$ cat src/sv/ezr_pkg.sv
// Shared types, constants and tables of the Euler Z-Y-X rotation block.
package ezr_pkg;

    localparam int ANGLE_BITS   = 16;
    localparam int CORDIC_STEPS = 14;
    localparam int ITER_W       = (CORDIC_STEPS > 1) ? $clog2(CORDIC_STEPS) : 1;
    localparam int CW           = 34;
    localparam int Z_SHIFT      = 33 - ANGLE_BITS;
    localparam int ACC_W        = 48;
    localparam int DATA_W       = 32;
    localparam int ADDR_W       = 5;
    localparam int NUM_ENTRIES  = 9;

    localparam logic signed [CW-1:0] Q30_PI      = 34'sd3373259426;
    localparam logic signed [CW-1:0] Q30_HALF_PI = 34'sd1686629713;
    localparam logic signed [CW-1:0] CORDIC_GAIN = 34'sd652032874;
    localparam logic signed [15:0]   Q14_ONE     = 16'sd16384;

    localparam logic [1:0] KIND_ROLL  = 2'd0;
    localparam logic [1:0] KIND_PITCH = 2'd1;
    localparam logic [1:0] KIND_YAW   = 2'd2;
    localparam logic [1:0] KIND_FULL  = 2'd3;

    localparam logic [1:0] SEL_ALL   = 2'd0;
    localparam logic [1:0] SEL_YAW   = 2'd1;
    localparam logic [1:0] SEL_PITCH = 2'd2;
    localparam logic [1:0] SEL_ROLL  = 2'd3;

    localparam logic [1:0] AXIS_YAW   = 2'd0;
    localparam logic [1:0] AXIS_PITCH = 2'd1;
    localparam logic [1:0] AXIS_ROLL  = 2'd2;

    localparam logic [2:0] REG_YAW_LOW    = 3'd0;
    localparam logic [2:0] REG_YAW_HIGH   = 3'd1;
    localparam logic [2:0] REG_PITCH_LOW  = 3'd2;
    localparam logic [2:0] REG_PITCH_HIGH = 3'd3;
    localparam logic [2:0] REG_ROLL_LOW   = 3'd4;
    localparam logic [2:0] REG_ROLL_HIGH  = 3'd5;
    localparam logic [2:0] REG_AXIS_SEL   = 3'd6;

    typedef enum logic [3:0] {
        S_IDLE,
        S_INIT,
        S_STEP,
        S_STORE,
        S_MUL_AB,
        S_MUL_C,
        S_ROUND,
        S_DONE
    } state_t;

    typedef enum logic [2:0] {
        F_ZERO, F_ONE, F_SY, F_CY, F_SP, F_CP, F_SR, F_CR
    } factor_t;

    typedef struct packed {
        factor_t a;
        factor_t b;
        factor_t c;
        logic    neg;
    } term_t;

    typedef struct packed {
        logic signed [ANGLE_BITS-1:0] yaw_low;
        logic signed [ANGLE_BITS-1:0] yaw_high;
        logic signed [ANGLE_BITS-1:0] pitch_low;
        logic signed [ANGLE_BITS-1:0] pitch_high;
        logic signed [ANGLE_BITS-1:0] roll_low;
        logic signed [ANGLE_BITS-1:0] roll_high;
        logic [1:0]                   axis_select;
    } cfg_t;

    typedef struct packed {
        logic              load;
        logic              cordic_init;
        logic              cordic_step;
        logic              cordic_store;
        logic [1:0]        axis;
        logic [ITER_W-1:0] iter;
        logic              mul_ab;
        logic              mul_c;
        logic              mat_store;
        logic [3:0]        entry;
        logic              term;
        logic              out_load;
    } cmd_t;

    // Each matrix entry is the sum of one or two triple products.
    function automatic term_t entry_term(input logic [3:0] entry, input logic term);
        term_t t;
        t = '{a: F_ZERO, b: F_ZERO, c: F_ZERO, neg: 1'b0};
        case ({entry, term})
            {4'd0, 1'b0}: t = '{a: F_CY, b: F_CP, c: F_ONE, neg: 1'b0};
            {4'd1, 1'b0}: t = '{a: F_CY, b: F_SP, c: F_SR,  neg: 1'b0};
            {4'd1, 1'b1}: t = '{a: F_SY, b: F_CR, c: F_ONE, neg: 1'b1};
            {4'd2, 1'b0}: t = '{a: F_CY, b: F_SP, c: F_CR,  neg: 1'b0};
            {4'd2, 1'b1}: t = '{a: F_SY, b: F_SR, c: F_ONE, neg: 1'b0};
            {4'd3, 1'b0}: t = '{a: F_SY, b: F_CP, c: F_ONE, neg: 1'b0};
            {4'd4, 1'b0}: t = '{a: F_SY, b: F_SP, c: F_SR,  neg: 1'b0};
            {4'd4, 1'b1}: t = '{a: F_CY, b: F_CR, c: F_ONE, neg: 1'b0};
            {4'd5, 1'b0}: t = '{a: F_SY, b: F_SP, c: F_CR,  neg: 1'b0};
            {4'd5, 1'b1}: t = '{a: F_CY, b: F_SR, c: F_ONE, neg: 1'b1};
            {4'd6, 1'b0}: t = '{a: F_SP, b: F_ONE, c: F_ONE, neg: 1'b1};
            {4'd7, 1'b0}: t = '{a: F_CP, b: F_SR, c: F_ONE, neg: 1'b0};
            {4'd8, 1'b0}: t = '{a: F_CP, b: F_CR, c: F_ONE, neg: 1'b0};
            default:      t = '{a: F_ZERO, b: F_ZERO, c: F_ZERO, neg: 1'b0};
        endcase
        return t;
    endfunction

    // atan(2^-i) in Q30
    function automatic logic signed [CW-1:0] atan_q30(input logic [4:0] i);
        logic signed [CW-1:0] v;
        case (i)
            5'd0:  v = 34'sd843314856;
            5'd1:  v = 34'sd497837829;
            5'd2:  v = 34'sd263043836;
            5'd3:  v = 34'sd133525158;
            5'd4:  v = 34'sd67021686;
            5'd5:  v = 34'sd33543515;
            5'd6:  v = 34'sd16775850;
            5'd7:  v = 34'sd8388437;
            5'd8:  v = 34'sd4194282;
            5'd9:  v = 34'sd2097149;
            5'd10: v = 34'sd1048575;
            5'd11: v = 34'sd524287;
            5'd12: v = 34'sd262143;
            5'd13: v = 34'sd131071;
            5'd14: v = 34'sd65535;
            5'd15: v = 34'sd32767;
            5'd16: v = 34'sd16383;
            5'd17: v = 34'sd8191;
            5'd18: v = 34'sd4095;
            5'd19: v = 34'sd2047;
            5'd20: v = 34'sd1023;
            5'd21: v = 34'sd511;
            5'd22: v = 34'sd255;
            5'd23: v = 34'sd127;
            5'd24: v = 34'sd63;
            5'd25: v = 34'sd31;
            5'd26: v = 34'sd15;
            5'd27: v = 34'sd7;
            5'd28: v = 34'sd3;
            5'd29: v = 34'sd1;
            default: v = '0;
        endcase
        return v;
    endfunction

endpackage

$ cat src/sv/ezr_regs.sv
// Configuration register file behind the APB-style port.
module ezr_regs
(
    input  logic                        clk,
    input  logic                        rst_n,
    input  logic                        psel,
    input  logic                        penable,
    input  logic                        pwrite,
    input  logic [ezr_pkg::ADDR_W-1:0]  paddr,
    input  logic [ezr_pkg::DATA_W-1:0]  pwdata,
    output logic [ezr_pkg::DATA_W-1:0]  prdata,
    output logic                        pready,
    output ezr_pkg::cfg_t               cfg
);

    ezr_pkg::cfg_t cfg_reg;
    ezr_pkg::cfg_t cfg_next;
    logic [2:0]    idx;
    logic          wr_en;

    assign idx    = paddr[4:2];
    assign wr_en  = psel & penable & pwrite;
    assign pready = 1'b1;
    assign cfg    = cfg_reg;

    always_comb
    begin
        cfg_next = cfg_reg;
        if (wr_en)
        begin
            case (idx)
                ezr_pkg::REG_YAW_LOW:    cfg_next.yaw_low    = pwdata[ezr_pkg::ANGLE_BITS-1:0];
                ezr_pkg::REG_YAW_HIGH:   cfg_next.yaw_high   = pwdata[ezr_pkg::ANGLE_BITS-1:0];
                ezr_pkg::REG_PITCH_LOW:  cfg_next.pitch_low  = pwdata[ezr_pkg::ANGLE_BITS-1:0];
                ezr_pkg::REG_PITCH_HIGH: cfg_next.pitch_high = pwdata[ezr_pkg::ANGLE_BITS-1:0];
                ezr_pkg::REG_ROLL_LOW:   cfg_next.roll_low   = pwdata[ezr_pkg::ANGLE_BITS-1:0];
                ezr_pkg::REG_ROLL_HIGH:  cfg_next.roll_high  = pwdata[ezr_pkg::ANGLE_BITS-1:0];
                ezr_pkg::REG_AXIS_SEL:   cfg_next.axis_select = pwdata[1:0];
                default:                 cfg_next = cfg_reg;
            endcase
        end
    end

    always_comb
    begin
        prdata = '0;
        case (idx)
            ezr_pkg::REG_YAW_LOW:    prdata[ezr_pkg::ANGLE_BITS-1:0] = cfg_reg.yaw_low;
            ezr_pkg::REG_YAW_HIGH:   prdata[ezr_pkg::ANGLE_BITS-1:0] = cfg_reg.yaw_high;
            ezr_pkg::REG_PITCH_LOW:  prdata[ezr_pkg::ANGLE_BITS-1:0] = cfg_reg.pitch_low;
            ezr_pkg::REG_PITCH_HIGH: prdata[ezr_pkg::ANGLE_BITS-1:0] = cfg_reg.pitch_high;
            ezr_pkg::REG_ROLL_LOW:   prdata[ezr_pkg::ANGLE_BITS-1:0] = cfg_reg.roll_low;
            ezr_pkg::REG_ROLL_HIGH:  prdata[ezr_pkg::ANGLE_BITS-1:0] = cfg_reg.roll_high;
            ezr_pkg::REG_AXIS_SEL:   prdata[1:0] = cfg_reg.axis_select;
            default:                 prdata = '0;
        endcase
    end

    always_ff @(posedge clk or negedge rst_n)
    begin
        if (!rst_n)
        begin
            cfg_reg.yaw_low     <= -ezr_pkg::ANGLE_BITS'(25736);
            cfg_reg.yaw_high    <= ezr_pkg::ANGLE_BITS'(25736);
            cfg_reg.pitch_low   <= -ezr_pkg::ANGLE_BITS'(25736);
            cfg_reg.pitch_high  <= ezr_pkg::ANGLE_BITS'(25736);
            cfg_reg.roll_low    <= -ezr_pkg::ANGLE_BITS'(25736);
            cfg_reg.roll_high   <= ezr_pkg::ANGLE_BITS'(25736);
            cfg_reg.axis_select <= ezr_pkg::SEL_ALL;
        end
        else
        begin
            cfg_reg <= cfg_next;
        end
    end

endmodule

$ cat src/sv/ezr_ctrl.sv
// Sequencer: limit check, three CORDIC passes, nine matrix entries, hand-off.
module ezr_ctrl
(
    input  logic          clk,
    input  logic          rst_n,
    input  logic          in_valid,
    output logic          in_ready,
    output logic          out_valid,
    input  logic          out_ready,
    output ezr_pkg::cmd_t cmd
);

    ezr_pkg::state_t                state_reg, state_next;
    logic [1:0]                     axis_reg, axis_next;
    logic [ezr_pkg::ITER_W-1:0]     iter_reg, iter_next;
    logic [3:0]                     entry_reg, entry_next;
    logic                           term_reg, term_next;
    logic                           out_valid_reg, out_valid_next;

    assign out_valid = out_valid_reg;

    always_comb
    begin
        state_next = state_reg;
        axis_next  = axis_reg;
        iter_next  = iter_reg;
        entry_next = entry_reg;
        term_next  = term_reg;
        in_ready   = 1'b0;
        cmd        = '0;
        cmd.axis   = axis_reg;
        cmd.iter   = iter_reg;
        cmd.entry  = entry_reg;
        cmd.term   = term_reg;
        case (state_reg)
            ezr_pkg::S_IDLE:
            begin
                in_ready = 1'b1;
                if (in_valid)
                begin
                    cmd.load   = 1'b1;
                    axis_next  = ezr_pkg::AXIS_YAW;
                    state_next = ezr_pkg::S_INIT;
                end
            end
            ezr_pkg::S_INIT:
            begin
                cmd.cordic_init = 1'b1;
                iter_next       = '0;
                state_next      = ezr_pkg::S_STEP;
            end
            ezr_pkg::S_STEP:
            begin
                cmd.cordic_step = 1'b1;
                if (iter_reg == ezr_pkg::ITER_W'(ezr_pkg::CORDIC_STEPS - 1))
                    state_next = ezr_pkg::S_STORE;
                else
                    iter_next = iter_reg + 1'b1;
            end
            ezr_pkg::S_STORE:
            begin
                cmd.cordic_store = 1'b1;
                if (axis_reg == ezr_pkg::AXIS_ROLL)
                begin
                    entry_next = '0;
                    term_next  = 1'b0;
                    state_next = ezr_pkg::S_MUL_AB;
                end
                else
                begin
                    axis_next  = axis_reg + 1'b1;
                    state_next = ezr_pkg::S_INIT;
                end
            end
            ezr_pkg::S_MUL_AB:
            begin
                cmd.mul_ab = 1'b1;
                state_next = ezr_pkg::S_MUL_C;
            end
            ezr_pkg::S_MUL_C:
            begin
                cmd.mul_c = 1'b1;
                if (term_reg)
                    state_next = ezr_pkg::S_ROUND;
                else
                begin
                    term_next  = 1'b1;
                    state_next = ezr_pkg::S_MUL_AB;
                end
            end
            ezr_pkg::S_ROUND:
            begin
                cmd.mat_store = 1'b1;
                term_next     = 1'b0;
                if (entry_reg == 4'(ezr_pkg::NUM_ENTRIES - 1))
                    state_next = ezr_pkg::S_DONE;
                else
                begin
                    entry_next = entry_reg + 1'b1;
                    state_next = ezr_pkg::S_MUL_AB;
                end
            end
            ezr_pkg::S_DONE:
            begin
                if (!out_valid_reg || out_ready)
                begin
                    cmd.out_load = 1'b1;
                    state_next   = ezr_pkg::S_IDLE;
                end
            end
            default:
            begin
                state_next = ezr_pkg::S_IDLE;
            end
        endcase
    end

    always_comb
    begin
        out_valid_next = out_valid_reg;
        if (cmd.out_load)
            out_valid_next = 1'b1;
        else if (out_ready)
            out_valid_next = 1'b0;
    end

    always_ff @(posedge clk or negedge rst_n)
    begin
        if (!rst_n)
        begin
            state_reg     <= ezr_pkg::S_IDLE;
            axis_reg      <= '0;
            iter_reg      <= '0;
            entry_reg     <= '0;
            term_reg      <= 1'b0;
            out_valid_reg <= 1'b0;
        end
        else
        begin
            state_reg     <= state_next;
            axis_reg      <= axis_next;
            iter_reg      <= iter_next;
            entry_reg     <= entry_next;
            term_reg      <= term_next;
            out_valid_reg <= out_valid_next;
        end
    end

endmodule

$ cat src/sv/ezr_dp.sv
// Datapath: limit check, pose store, shared CORDIC, shared multiplier, result registers.
module ezr_dp
(
    input  logic                                clk,
    input  logic                                rst_n,
    input  ezr_pkg::cmd_t                       cmd,
    input  ezr_pkg::cfg_t                       cfg,
    input  logic signed [ezr_pkg::ANGLE_BITS-1:0] yaw_angle,
    input  logic signed [ezr_pkg::ANGLE_BITS-1:0] pitch_angle,
    input  logic signed [ezr_pkg::ANGLE_BITS-1:0] roll_angle,
    input  logic [1:0]                          kind,
    output logic                                accepted,
    output logic signed [15:0]                  m00,
    output logic signed [15:0]                  m01,
    output logic signed [15:0]                  m02,
    output logic signed [15:0]                  m10,
    output logic signed [15:0]                  m11,
    output logic signed [15:0]                  m12,
    output logic signed [15:0]                  m20,
    output logic signed [15:0]                  m21,
    output logic signed [15:0]                  m22
);

    localparam int AB = ezr_pkg::ANGLE_BITS;
    localparam int CW = ezr_pkg::CW;
    localparam int AW = ezr_pkg::ACC_W;

    logic signed [AB-1:0] pose_reg [3];
    logic [2:0]           use_reg;
    logic                 ok_reg;
    logic signed [CW-1:0] x_reg, y_reg, z_reg;
    logic                 neg_reg;
    logic signed [15:0]   sin_reg [3];
    logic signed [15:0]   cos_reg [3];
    logic signed [31:0]   p_reg;
    logic signed [AW-1:0] acc_reg;
    logic signed [15:0]   mat_reg [ezr_pkg::NUM_ENTRIES];
    logic                 acc_out_reg;
    logic signed [15:0]   res_reg [ezr_pkg::NUM_ENTRIES];

    logic ok_y, ok_p, ok_r, ok;
    logic [2:0] use_next;

    function automatic logic signed [15:0] sat_q14(input logic signed [AW-1:0] v);
        if (v > AW'(16384))
            return ezr_pkg::Q14_ONE;
        else if (v < -AW'(16384))
            return -ezr_pkg::Q14_ONE;
        else
            return v[15:0];
    endfunction

    // Limit check on the incoming request
    always_comb
    begin
        ok_y = !(yaw_angle < cfg.yaw_low || yaw_angle > cfg.yaw_high);
        ok_p = !(pitch_angle < cfg.pitch_low || pitch_angle > cfg.pitch_high);
        ok_r = !(roll_angle < cfg.roll_low || roll_angle > cfg.roll_high);
        case (cfg.axis_select)
            ezr_pkg::SEL_YAW:   ok = ok_y;
            ezr_pkg::SEL_PITCH: ok = ok_p;
            ezr_pkg::SEL_ROLL:  ok = ok_r;
            default:            ok = ok_y & ok_p & ok_r;
        endcase
        // use bits: yaw, pitch, roll
        use_next = 3'b000;
        if (kind == ezr_pkg::KIND_FULL)
        begin
            use_next[0] = cfg.axis_select == ezr_pkg::SEL_ALL || cfg.axis_select == ezr_pkg::SEL_YAW;
            use_next[1] = cfg.axis_select == ezr_pkg::SEL_ALL || cfg.axis_select == ezr_pkg::SEL_PITCH;
            use_next[2] = cfg.axis_select == ezr_pkg::SEL_ALL || cfg.axis_select == ezr_pkg::SEL_ROLL;
        end
        else if (ok)
        begin
            use_next[0] = kind == ezr_pkg::KIND_YAW;
            use_next[1] = kind == ezr_pkg::KIND_PITCH;
            use_next[2] = kind == ezr_pkg::KIND_ROLL;
        end
    end

    always_ff @(posedge clk or negedge rst_n)
    begin
        if (!rst_n)
        begin
            pose_reg[0] <= '0;
            pose_reg[1] <= '0;
            pose_reg[2] <= '0;
        end
        else if (cmd.load && ok)
        begin
            pose_reg[0] <= yaw_angle;
            pose_reg[1] <= pitch_angle;
            pose_reg[2] <= roll_angle;
        end
    end

    // CORDIC: the angle always comes from the stored pose, the last accepted request's angles
    logic signed [AB-1:0] ang;
    logic signed [CW-1:0] z_wide, x_fin, y_fin, x_rnd, y_rnd;
    logic signed [CW-1:0] dx, dy, at;

    always_comb
    begin
        ang    = pose_reg[cmd.axis];
        z_wide = CW'(ang) <<< ezr_pkg::Z_SHIFT;
        dx     = y_reg >>> cmd.iter;
        dy     = x_reg >>> cmd.iter;
        at     = ezr_pkg::atan_q30(5'(cmd.iter));
        x_fin  = neg_reg ? -x_reg : x_reg;
        y_fin  = neg_reg ? -y_reg : y_reg;
        x_rnd  = (x_fin + CW'(32768)) >>> 16;
        y_rnd  = (y_fin + CW'(32768)) >>> 16;
    end

    always_ff @(posedge clk)
    begin
        if (cmd.load)
        begin
            use_reg <= use_next;
            ok_reg  <= ok;
        end
        if (cmd.cordic_init)
        begin
            x_reg <= ezr_pkg::CORDIC_GAIN;
            y_reg <= '0;
            if (z_wide > ezr_pkg::Q30_HALF_PI)
            begin
                z_reg   <= z_wide - ezr_pkg::Q30_PI;
                neg_reg <= 1'b1;
            end
            else if (z_wide < -ezr_pkg::Q30_HALF_PI)
            begin
                z_reg   <= z_wide + ezr_pkg::Q30_PI;
                neg_reg <= 1'b1;
            end
            else
            begin
                z_reg   <= z_wide;
                neg_reg <= 1'b0;
            end
        end
        else if (cmd.cordic_step)
        begin
            if (!z_reg[CW-1])
            begin
                x_reg <= x_reg - dx;
                y_reg <= y_reg + dy;
                z_reg <= z_reg - at;
            end
            else
            begin
                x_reg <= x_reg + dx;
                y_reg <= y_reg - dy;
                z_reg <= z_reg + at;
            end
        end
        if (cmd.cordic_store)
        begin
            if (use_reg[cmd.axis])
            begin
                sin_reg[cmd.axis] <= sat_q14(AW'(y_rnd));
                cos_reg[cmd.axis] <= sat_q14(AW'(x_rnd));
            end
            else
            begin
                sin_reg[cmd.axis] <= '0;
                cos_reg[cmd.axis] <= ezr_pkg::Q14_ONE;
            end
        end
    end

    // Matrix: one shared multiply stage, two products per term, two terms per entry
    ezr_pkg::term_t     tm;
    logic signed [15:0] fa, fb, fc;
    logic signed [31:0] prod_ab;
    logic signed [AW-1:0] prod_c, acc_base, rnd;

    function automatic logic signed [15:0] pick(input ezr_pkg::factor_t f,
                                                input logic signed [15:0] sy,
                                                input logic signed [15:0] cy,
                                                input logic signed [15:0] sp,
                                                input logic signed [15:0] cp,
                                                input logic signed [15:0] sr,
                                                input logic signed [15:0] cr);
        logic signed [15:0] v;
        case (f)
            ezr_pkg::F_ONE: v = ezr_pkg::Q14_ONE;
            ezr_pkg::F_SY:  v = sy;
            ezr_pkg::F_CY:  v = cy;
            ezr_pkg::F_SP:  v = sp;
            ezr_pkg::F_CP:  v = cp;
            ezr_pkg::F_SR:  v = sr;
            ezr_pkg::F_CR:  v = cr;
            default:        v = '0;
        endcase
        return v;
    endfunction

    always_comb
    begin
        tm       = ezr_pkg::entry_term(cmd.entry, cmd.term);
        fa       = pick(tm.a, sin_reg[0], cos_reg[0], sin_reg[1], cos_reg[1],
                        sin_reg[2], cos_reg[2]);
        fb       = pick(tm.b, sin_reg[0], cos_reg[0], sin_reg[1], cos_reg[1],
                        sin_reg[2], cos_reg[2]);
        fc       = pick(tm.c, sin_reg[0], cos_reg[0], sin_reg[1], cos_reg[1],
                        sin_reg[2], cos_reg[2]);
        prod_ab  = fa * fb;
        prod_c   = AW'(p_reg) * AW'(fc);
        acc_base = cmd.term ? acc_reg : '0;
        rnd      = (acc_reg + AW'(2**27)) >>> 28;
    end

    always_ff @(posedge clk)
    begin
        if (cmd.mul_ab)
            p_reg <= prod_ab;
        if (cmd.mul_c)
            acc_reg <= tm.neg ? acc_base - prod_c : acc_base + prod_c;
        if (cmd.mat_store)
            mat_reg[cmd.entry] <= sat_q14(rnd);
        if (cmd.out_load)
        begin
            acc_out_reg <= ok_reg;
            res_reg     <= mat_reg;
        end
    end

    assign accepted = acc_out_reg;
    assign m00 = res_reg[0];
    assign m01 = res_reg[1];
    assign m02 = res_reg[2];
    assign m10 = res_reg[3];
    assign m11 = res_reg[4];
    assign m12 = res_reg[5];
    assign m20 = res_reg[6];
    assign m21 = res_reg[7];
    assign m22 = res_reg[8];

endmodule

$ cat src/sv/euler_zyx_rotation_with_limits.sv
// Top level of the joint pose checker and Z-Y-X Euler rotation matrix generator.
// Takes one pose request (yaw, pitch, roll in Q2.13 radians and a kind) per handshake,
// checks the angles picked by axis_select against inclusive limits, stores an accepted
// pose and returns the Q1.14 rotation matrix with the accepted flag. The limit check and
// pose store happen at the accepting edge itself, then three CORDIC passes (init,
// CORDIC_STEPS micro-rotations, store) run through the single shared CORDIC unit,
// the nine matrix entries run through the shared multiply stage (two triple products
// and a rounding step for each entry), and the matrix moves into the output register.
// No new request is taken until the previous one has reached the output register, and
// that move waits while an earlier result there is not yet taken. A new request is taken
// while the previous result still waits in the output register; a result is held until
// out_ready takes it. Limits and axis_select must be written over the APB-style port
// only while no request is in flight; the block itself does not enforce this.
module euler_zyx_rotation_with_limits
(
    input  logic                                  clk,
    input  logic                                  rst_n,
    input  logic                                  psel,
    input  logic                                  penable,
    input  logic                                  pwrite,
    input  logic [ezr_pkg::ADDR_W-1:0]            paddr,
    input  logic [ezr_pkg::DATA_W-1:0]            pwdata,
    output logic [ezr_pkg::DATA_W-1:0]            prdata,
    output logic                                  pready,
    input  logic                                  in_valid,
    output logic                                  in_ready,
    input  logic signed [ezr_pkg::ANGLE_BITS-1:0] yaw_angle,
    input  logic signed [ezr_pkg::ANGLE_BITS-1:0] pitch_angle,
    input  logic signed [ezr_pkg::ANGLE_BITS-1:0] roll_angle,
    input  logic [1:0]                            kind,
    output logic                                  out_valid,
    input  logic                                  out_ready,
    output logic                                  accepted,
    output logic signed [15:0]                    m00,
    output logic signed [15:0]                    m01,
    output logic signed [15:0]                    m02,
    output logic signed [15:0]                    m10,
    output logic signed [15:0]                    m11,
    output logic signed [15:0]                    m12,
    output logic signed [15:0]                    m20,
    output logic signed [15:0]                    m21,
    output logic signed [15:0]                    m22
);

    ezr_pkg::cfg_t cfg;
    ezr_pkg::cmd_t cmd;

    // Hold the limits and axis selection
    ezr_regs u_regs
    (
        .clk     (clk),
        .rst_n   (rst_n),
        .psel    (psel),
        .penable (penable),
        .pwrite  (pwrite),
        .paddr   (paddr),
        .pwdata  (pwdata),
        .prdata  (prdata),
        .pready  (pready),
        .cfg     (cfg)
    );

    // Sequence each request through check, CORDIC and matrix phases
    ezr_ctrl u_ctrl
    (
        .clk       (clk),
        .rst_n     (rst_n),
        .in_valid  (in_valid),
        .in_ready  (in_ready),
        .out_valid (out_valid),
        .out_ready (out_ready),
        .cmd       (cmd)
    );

    // Do the arithmetic and hold the result until it is taken
    ezr_dp u_dp
    (
        .clk         (clk),
        .rst_n       (rst_n),
        .cmd         (cmd),
        .cfg         (cfg),
        .yaw_angle   (yaw_angle),
        .pitch_angle (pitch_angle),
        .roll_angle  (roll_angle),
        .kind        (kind),
        .accepted    (accepted),
        .m00         (m00),
        .m01         (m01),
        .m02         (m02),
        .m10         (m10),
        .m11         (m11),
        .m12         (m12),
        .m20         (m20),
        .m21         (m21),
        .m22         (m22)
    );

endmodule
$ cat config.mk
export PLATFORM = sky130hd
export DESIGN_NAME = euler_zyx_rotation_with_limits
export DESIGN_NICKNAME = d
export VERILOG_FILES = /design/src/sv/ezr_pkg.sv /design/src/sv/ezr_regs.sv /design/src/sv/ezr_ctrl.sv /design/src/sv/ezr_dp.sv /design/src/sv/euler_zyx_rotation_with_limits.sv
export SDC_FILE = /design/constraint.sdc
export NUM_CORES = 2
export LEC_CHECK = 0
export BUFFER_PORTS_ARGS = -buffer_cell sky130_fd_sc_hd__clkbuf_2
export CAP_MARGIN = 25
export CELL_PAD_IN_SITES_DETAIL_PLACEMENT = 1
export CELL_PAD_IN_SITES_GLOBAL_PLACEMENT = 1
export CORE_UTILIZATION = 46
export DETAILED_ROUTE_END_ITERATION = 12
export PLACE_DENSITY_LB_ADDON = 0.1
export SLEW_MARGIN = 20
export SYNTH_ARGS = -nofsm -noshare
export SYNTH_HDL_FRONTEND = slang
export SYNTH_SLANG_ARGS = --single-unit
$ cat constraint.sdc
create_clock -name clk -period 11.8 [get_ports clk]
set_input_delay 1.77 -clock clk [delete_from_list [all_inputs] [get_ports clk]]
set_output_delay 1.77 -clock clk [all_outputs]
set_load 0.02 [all_outputs]
# [Word-level counts from Yosys, hierarchy flattened]
# Memory sizes are Yosys's and may differ from the RTL's.
# Cells that the tools add are included.
[totals] ff_bits=638 mem_bits_rw=96 romBits=800 in_bits=94 out_inout_bits=180 elab_cells=257 n_memories=4
[memory_table] name="(no name shown)" words=16 word_bits=30 rd=1 rd_ports_with_merged_regs=0 write_ports=0 line="ezr_pkg.sv:114" text="case (i)"
[memory_table] name="(no name shown)" words=32 word_bits=10 rd=1 rd_ports_with_merged_regs=0 write_ports=0 line="ezr_pkg.sv:92" text="case ({entry, term})"
[memory_table] name="u_dp.cos_reg" words=3 word_bits=16 rd=3 rd_ports_with_merged_regs=0 write_ports=1 line="ezr_dp.sv:34" text="logic signed [15:0] cos_reg [3];"
[memory_table] name="u_dp.sin_reg" words=3 word_bits=16 rd=3 rd_ports_with_merged_regs=0 write_ports=1 line="ezr_dp.sv:33" text="logic signed [15:0] sin_reg [3];"
[op_classes] add_sub_neg=18 n_mul=2 magnitude_cmp=18 eq_ne=50 shift=2 n_mux=77 bitwise_logic=8 reduce_logical=35
[ops] op="$pmux W16 S7" count=3
[ops] op="$mux W34" count=9
[ops] op="$mux W16" count=16
[ops] op="$bwmux W144" count=1
[ops] op="$add A34 B34 Y34" count=3
[ops] op="$sub A34 B34 Y34" count=3
[ops] op="$mux W48" count=2
[ops] op="$pmux W14 S6" count=1
[ops] op="$add A34 B17 Y34 const B" count=2
[ops] op="$neg A34 Y34" count=2
[ops] op="$sshr A34 B4 Y34" count=2
[ops] op="$demux W16 S4" count=1
[ops] op="$add A48 B29 Y48 const B" count=1
[ops] op="$add A48 B48 Y48" count=1
[ops] op="$gt A16 B16 Y1" count=3
[ops] op="$lt A16 B16 Y1" count=3
[ops] op="$mul A32 B16 Y48" count=1
[ops] op="$sub A48 B48 Y48" count=1
[ops] op="$eq A3 B3 Y1 const B" count=15
[ops] op="$gt A18 B16 Y1 const B" count=2
[ops] op="$lt A18 B15 Y1 const B" count=2
[ops] op="$add A33 B33 Y34 const B" count=1
[ops] op="$sub A33 B33 Y34 const B" count=1
[ops] op="$gt A33 B32 Y1 const B" count=1
[ops] op="other kinds (45)" count=133

# [Depth between registers and ports, before layout]
[logic_depth] ltp_word=9 mapped_depth=49 depth_no_buf=45

# [By module]
# Synthesis repeated with hierarchy kept, for this count alone.
[unflattened] hier_cells=7496 hier_area_um2=73967.2
[by_module_without_submodules] mod="ezr_dp" instances=1 cells_per_inst=7043 area_per_inst_um2=68285.5 seq_area_each_um2=17697.0
[by_module_without_submodules] mod="ezr_regs" instances=1 cells_per_inst=356 area_per_inst_um2=4765.8 seq_area_each_um2=2504.9
[by_module_without_submodules] mod="ezr_ctrl" instances=1 cells_per_inst=97 area_per_inst_um2=915.9 seq_area_each_um2=375.4

# [Worst setup path after synthesis]
# No wires, ideal clock.
[synth_path] kind="register to register" startpoint="register u_ctrl.term_reg" endpoint="register u_dp.acc_reg[46] (data pin)" setup_ns=0.259 arrival_ns=10.996 required_ns=11.541 setup_slack_ns=0.545 path_stages_with_launch=45 n_path_buf=3 period_less_slack_ns=11.255 path_cell_list="dfrtp_1 clkbuf_1 inv_1 ha_1 mux4_2 o21ai_2 clkbuf_1 mux2i_1 nor2_1 clkbuf_1 nand2_1 fa_1 inv_1 fa_1 ha_1 inv_1 fa_1 fa_1 [9 not listed] and4bb_1 and2_1 nor2b_1 nor2_1 xnor2_1 ha_1 and3_1 and3_1 and3_1 nand3b_1 a31o_2 a31oi_1 o21ai_0 a211oi_1 o21ai_0 a21oi_1 o21ai_0 xnor2_1"
[synth_via] elab_chain_cells=6 elab_cells_between_ends=14 classes_between="add/sub: 2; mul: 1; eq/ne: 7; mux: 3; memory: 1"
[synth_rtl] element="from (decl)" line="ezr_ctrl.sv:17" text="logic term_reg, term_next;"
[synth_rtl] element="from (signal assigned)" line="ezr_ctrl.sv:144" text="term_reg <= term_next;"
[synth_rtl] element="$mem_v2 Z32 W10"
[synth_rtl] element="$eq A3 B3 Y1, or another cell as far along" line="ezr_dp.sv:186" text="case (f)"
[synth_rtl] element="$pmux W16 S7" line="ezr_dp.sv:186"
[synth_rtl] element="$mul A32 B16 Y48" line="ezr_dp.sv:209" text="prod_c = AW'(p_reg) * AW'(fc);"
[synth_rtl] element="$add A48 B48 Y48 / $sub A48 B48 Y48 (equally long branches)" line="ezr_dp.sv:219" text="acc_reg <= tm.neg ? acc_base - prod_c : acc_base + prod_c;"
[synth_rtl] element="$mux W48 *" line="ezr_dp.sv:219"
[synth_rtl] element="to (signal assigned)" line="ezr_dp.sv:219"
[synth_rtl] element="to (decl)" line="ezr_dp.sv:36" text="logic signed [AW-1:0] acc_reg;"
# Mark *: on every way between the ends. The rest lies on a longest branch, timed or not.
# A chain may end at the register's enable or synchronous reset.

# [Final worst setup path]
[layout_path] startpoint="register u_ctrl.entry_reg[0]" endpoint="register u_dp.acc_reg[47] (data pin)"
[layout_via] elab_chain_cells=6 elab_cells_between_ends=13 classes_between="add/sub: 2; mul: 1; eq/ne: 7; mux: 2; memory: 1"
[layout_rtl] element="from (decl)" line="ezr_ctrl.sv:16" text="logic [3:0] entry_reg, entry_next;"
[layout_rtl] element="from (signal assigned)" line="ezr_ctrl.sv:143" text="entry_reg <= entry_next;"
[layout_rtl] element="$mem_v2 Z32 W10 *"
[layout_rtl] element="$eq A3 B3 Y1, or another cell as far along" line="ezr_dp.sv:186"
[layout_rtl] element="$pmux W16 S7" line="ezr_dp.sv:186"
[layout_rtl] element="$mul A32 B16 Y48" line="ezr_dp.sv:209"
[layout_rtl] element="$add A48 B48 Y48 / $sub A48 B48 Y48 (equally long branches)" line="ezr_dp.sv:219"
[layout_rtl] element="$mux W48 *" line="ezr_dp.sv:219"
# Marks and branches as above.

==> results_dict.tcl <==
set metrics [dict create \
    status "completed" \
    r2r-start "u_ctrl.entry_reg[0]" \
    synth-seq-cells 733 \
    final_cell_mix "inv_1 (1047), nand2_1 (882), fa_1 (753), edfxtp_1 (504), nor2_1 (492)" \
    yosysWarnings 0 \
    first_iter_violations 3346 \
    cts.htree.levels 3 \
    synthToLayoutAreaGrowth_pct 9.55 \
    num-nets-final 9099 \
    r2r_slack_ps 540 \
    overflow 0 \
    syn_avg_cell_area_um2 9.68 \
    io_buffers 238 \
    wl_met1_mm 101 \
    worstReg2RegEnd "u_dp.acc_reg[47]" \
    crit_required_ps 12290 \
    ios 274 \
    clk-insertion-delay-late_ps 740 \
    min_period_over_period_pct 95.4 \
    cts_sinks 733 \
    yosysUniqueCellTypes 110 \
    netlist.area_leader.share_pct 20.5 \
    drt-total-wl_mm 229 \
    finClkSkew_ps 82.2 \
    dr_wl_met2_mm 111 \
    arrival_ps 11750 \
    synth_area_leaders "edfxtp_1 (21%), fa_1 (20%), ha_1 (8.0%), inv_1 (5.4%), nand2_1 (4.5%)" \
    clock_path_buffers 3 \
    yosysTopAreaCell "edfxtp_1" \
    synthCells 7608 \
    cpMostUsedCell "fa_1" \
    drive_gt1_share_pct 11.6 \
    worstRegToRegCells 44 \
    grt_pass1_wl_mm 360 \
    synthesis.area_um2 73700 \
    cts_made_buffers 84 \
    num_rows 146 \
    grt_max_degree 77 \
    synthArstFlopShare_pct 22.0 \
    path_clk_slew_ps 60 \
    die_y_um 402 \
    antenna_found_initial 10 \
    largest_reg_flops 144 \
    ys_seq_area_share_pct 27.9 \
    gp_congestion 0.919 \
    worst_slew_pin_slew_ps 1090 \
    start_kind "flop" \
    cts_tree "yes" \
    maxSlewViolCount 0 \
    max_freq_ghz 0.0888 \
    initial_core_util_pct 46.4 \
    root_buffer "clkbuf_16" \
    critical_path_class "flop to flop" \
    fin_crit_ps 11260 \
    rsz0062_at_grt "true" \
    avgViaCountPerCell 5.71 \
    via_count 56700 \
    grt_pass1_vias 61300 \
    postCtsHoldBufs 0 \
    wl_per_cell_um 23.0 \
    die_area_um2 162000 \
    max-slew-margin-rel_pct 27.1 \
    max_cap_viol_count 0 \
    fp.coreArea_um2 159000 \
    place_hpwl_mm 177 \
    hold_end "u_dp.m20[2]" \
    dr_wl_met3_mm 10.2 \
    dieWidth_um 402 \
    drc 0 \
    finalSetupViolations 0 \
    synth_edf_count 504 \
    final_hold_viol_count 0 \
    synthFlopType "edfxtp_1" \
    cpPeakStageDelay_ps 570 \
    top_layer_used "met4" \
    min_path_cells 0 \
    cp-end-kind "flop" \
    cpMaxStageDelayCell "fa_1" \
    final_common_cell "inv_1" \
    grt_use_total_pct 28.6 \
    hold_path_startpoint "u_dp.mat_reg[34]" \
    whs_ps 397 \
    crit_fanout 18 \
    ant_nets 0 \
    hp-class "flop to flop" \
    first_pass_iters 5 \
]
## cell usage after synthesis, types with 13 or more instances
library cell / number
ha_1: 468
o41ai_1: 14
a221oi_1: 21
xor2_1: 145
a31oi_1: 48
o21bai_1: 38
nor2_1: 514
o21ai_0: 318
inv_1: 1050
clkbuf_1: 294
nand3_1: 102
a21o_1: 99
buf_2: 14
nand2b_1: 59
nand2_1: 882
buf_1: 19
and3_1: 82
o22ai_1: 35
a221o_1: 21
o211ai_1: 29
nor3_1: 72
dfrtp_1: 119
or2_2: 19
dfxtp_1: 68
mux4_2: 85
nor4_1: 22
mux2i_1: 116
a211oi_1: 28
a21oi_1: 352
buf_4: 19
o31ai_1: 44
xnor2_1: 289
and2_1: 244
o21ai_1: 13
nand4_1: 48
mux2_2: 109
edfxtp_1: 504
fa_1: 753
o21a_1: 71
a22oi_1: 17
or3_1: 38
nor2b_1: 51
dfstp_2: 42
## repair_timing
item / in CTS / in global routing
pin swaps: 0 / 4
resized for setup: 4 / 35
setup buffers: 0 / 2
setup endpoints to repair: 6 / 11
hold endpoints to repair: 0 / 0
## through the flow
step	util [%]	instance area (µm²)	worst slack, ps	setup TNS [ps]	cells
6_report	50.8	80700	537	0	9932
5_1_grt	50.8	80700	-16.6	-16.6	9930
4_1_cts	50.7	80500	41.1	0	9921
3_5_place_dp	48.9	77700	-177	-409	9767
3_3_place_gp	48.9	77700	64.9	0	9766
2_1_floorplan	-	73700	545	0	7623
## layer usage
layer | GRT usage [%] | vias up
met4 | 8.01 | 0
li1 | - | 25900
met1 | 38.7 | 29300
met5 | 0 | -
met3 | 3.13 | 273
met2 | 48.4 | 1240
## cell families after synthesis
family	Yosys count	share of synthesized area, %
simple gates	2194	13.8
buf+inv	1405	7.34
compound gates	1305	11.4
fa+ha+maj	1221	28.4
flops	733	27.9
xor+xnor	434	5.16
mux	314	5.93
other cells	2	0.0102
## critical path: cells and delay by family (launching register included)
family / cells / cell delay (ps)
AOI/OAI and AO/OA: 12 / 2230
xor gates and xnor gates: 4 / 700
adders and majority gates: 9 / 4030
buffers and inverters: 9 / 1470
DFF: 1 / 390
muxes: 2 / 590
and+or+nand+nor: 8 / 1600
## worst max path at each step
stage | start | end | slack (ps) | cells after the start
6_report | u_ctrl.entry_reg[0] | u_dp.acc_reg[47] | 540 | 44
5_1_grt | u_ctrl.entry_reg[0] | u_dp.acc_reg[42] | -20 | 44
4_1_cts | u_ctrl.term_reg | u_dp.acc_reg[47] | 40 | 41
3_5_place_dp | u_ctrl.term_reg | u_dp.acc_reg[42] | -180 | 41
3_3_place_gp | u_ctrl.term_reg | u_dp.acc_reg[47] | 60 | 40
2_1_floorplan | u_ctrl.term_reg | u_dp.acc_reg[46] | 550 | 44
## layout make-up
class	count	area, µm²
multi-input cells	5485	48000
well taps	2072	2590
inverters	1054	3960
flip-flops and latches	733	20600
fillers	17800	78100
diodes	8	20.0
repair buffers	426	2690
clock inverters	51	612
clock buffers	103	2210
Power is left out: the tool's default activity adds up to more than one toggle a clock period on the data nets, which glitch-free logic cannot reach.
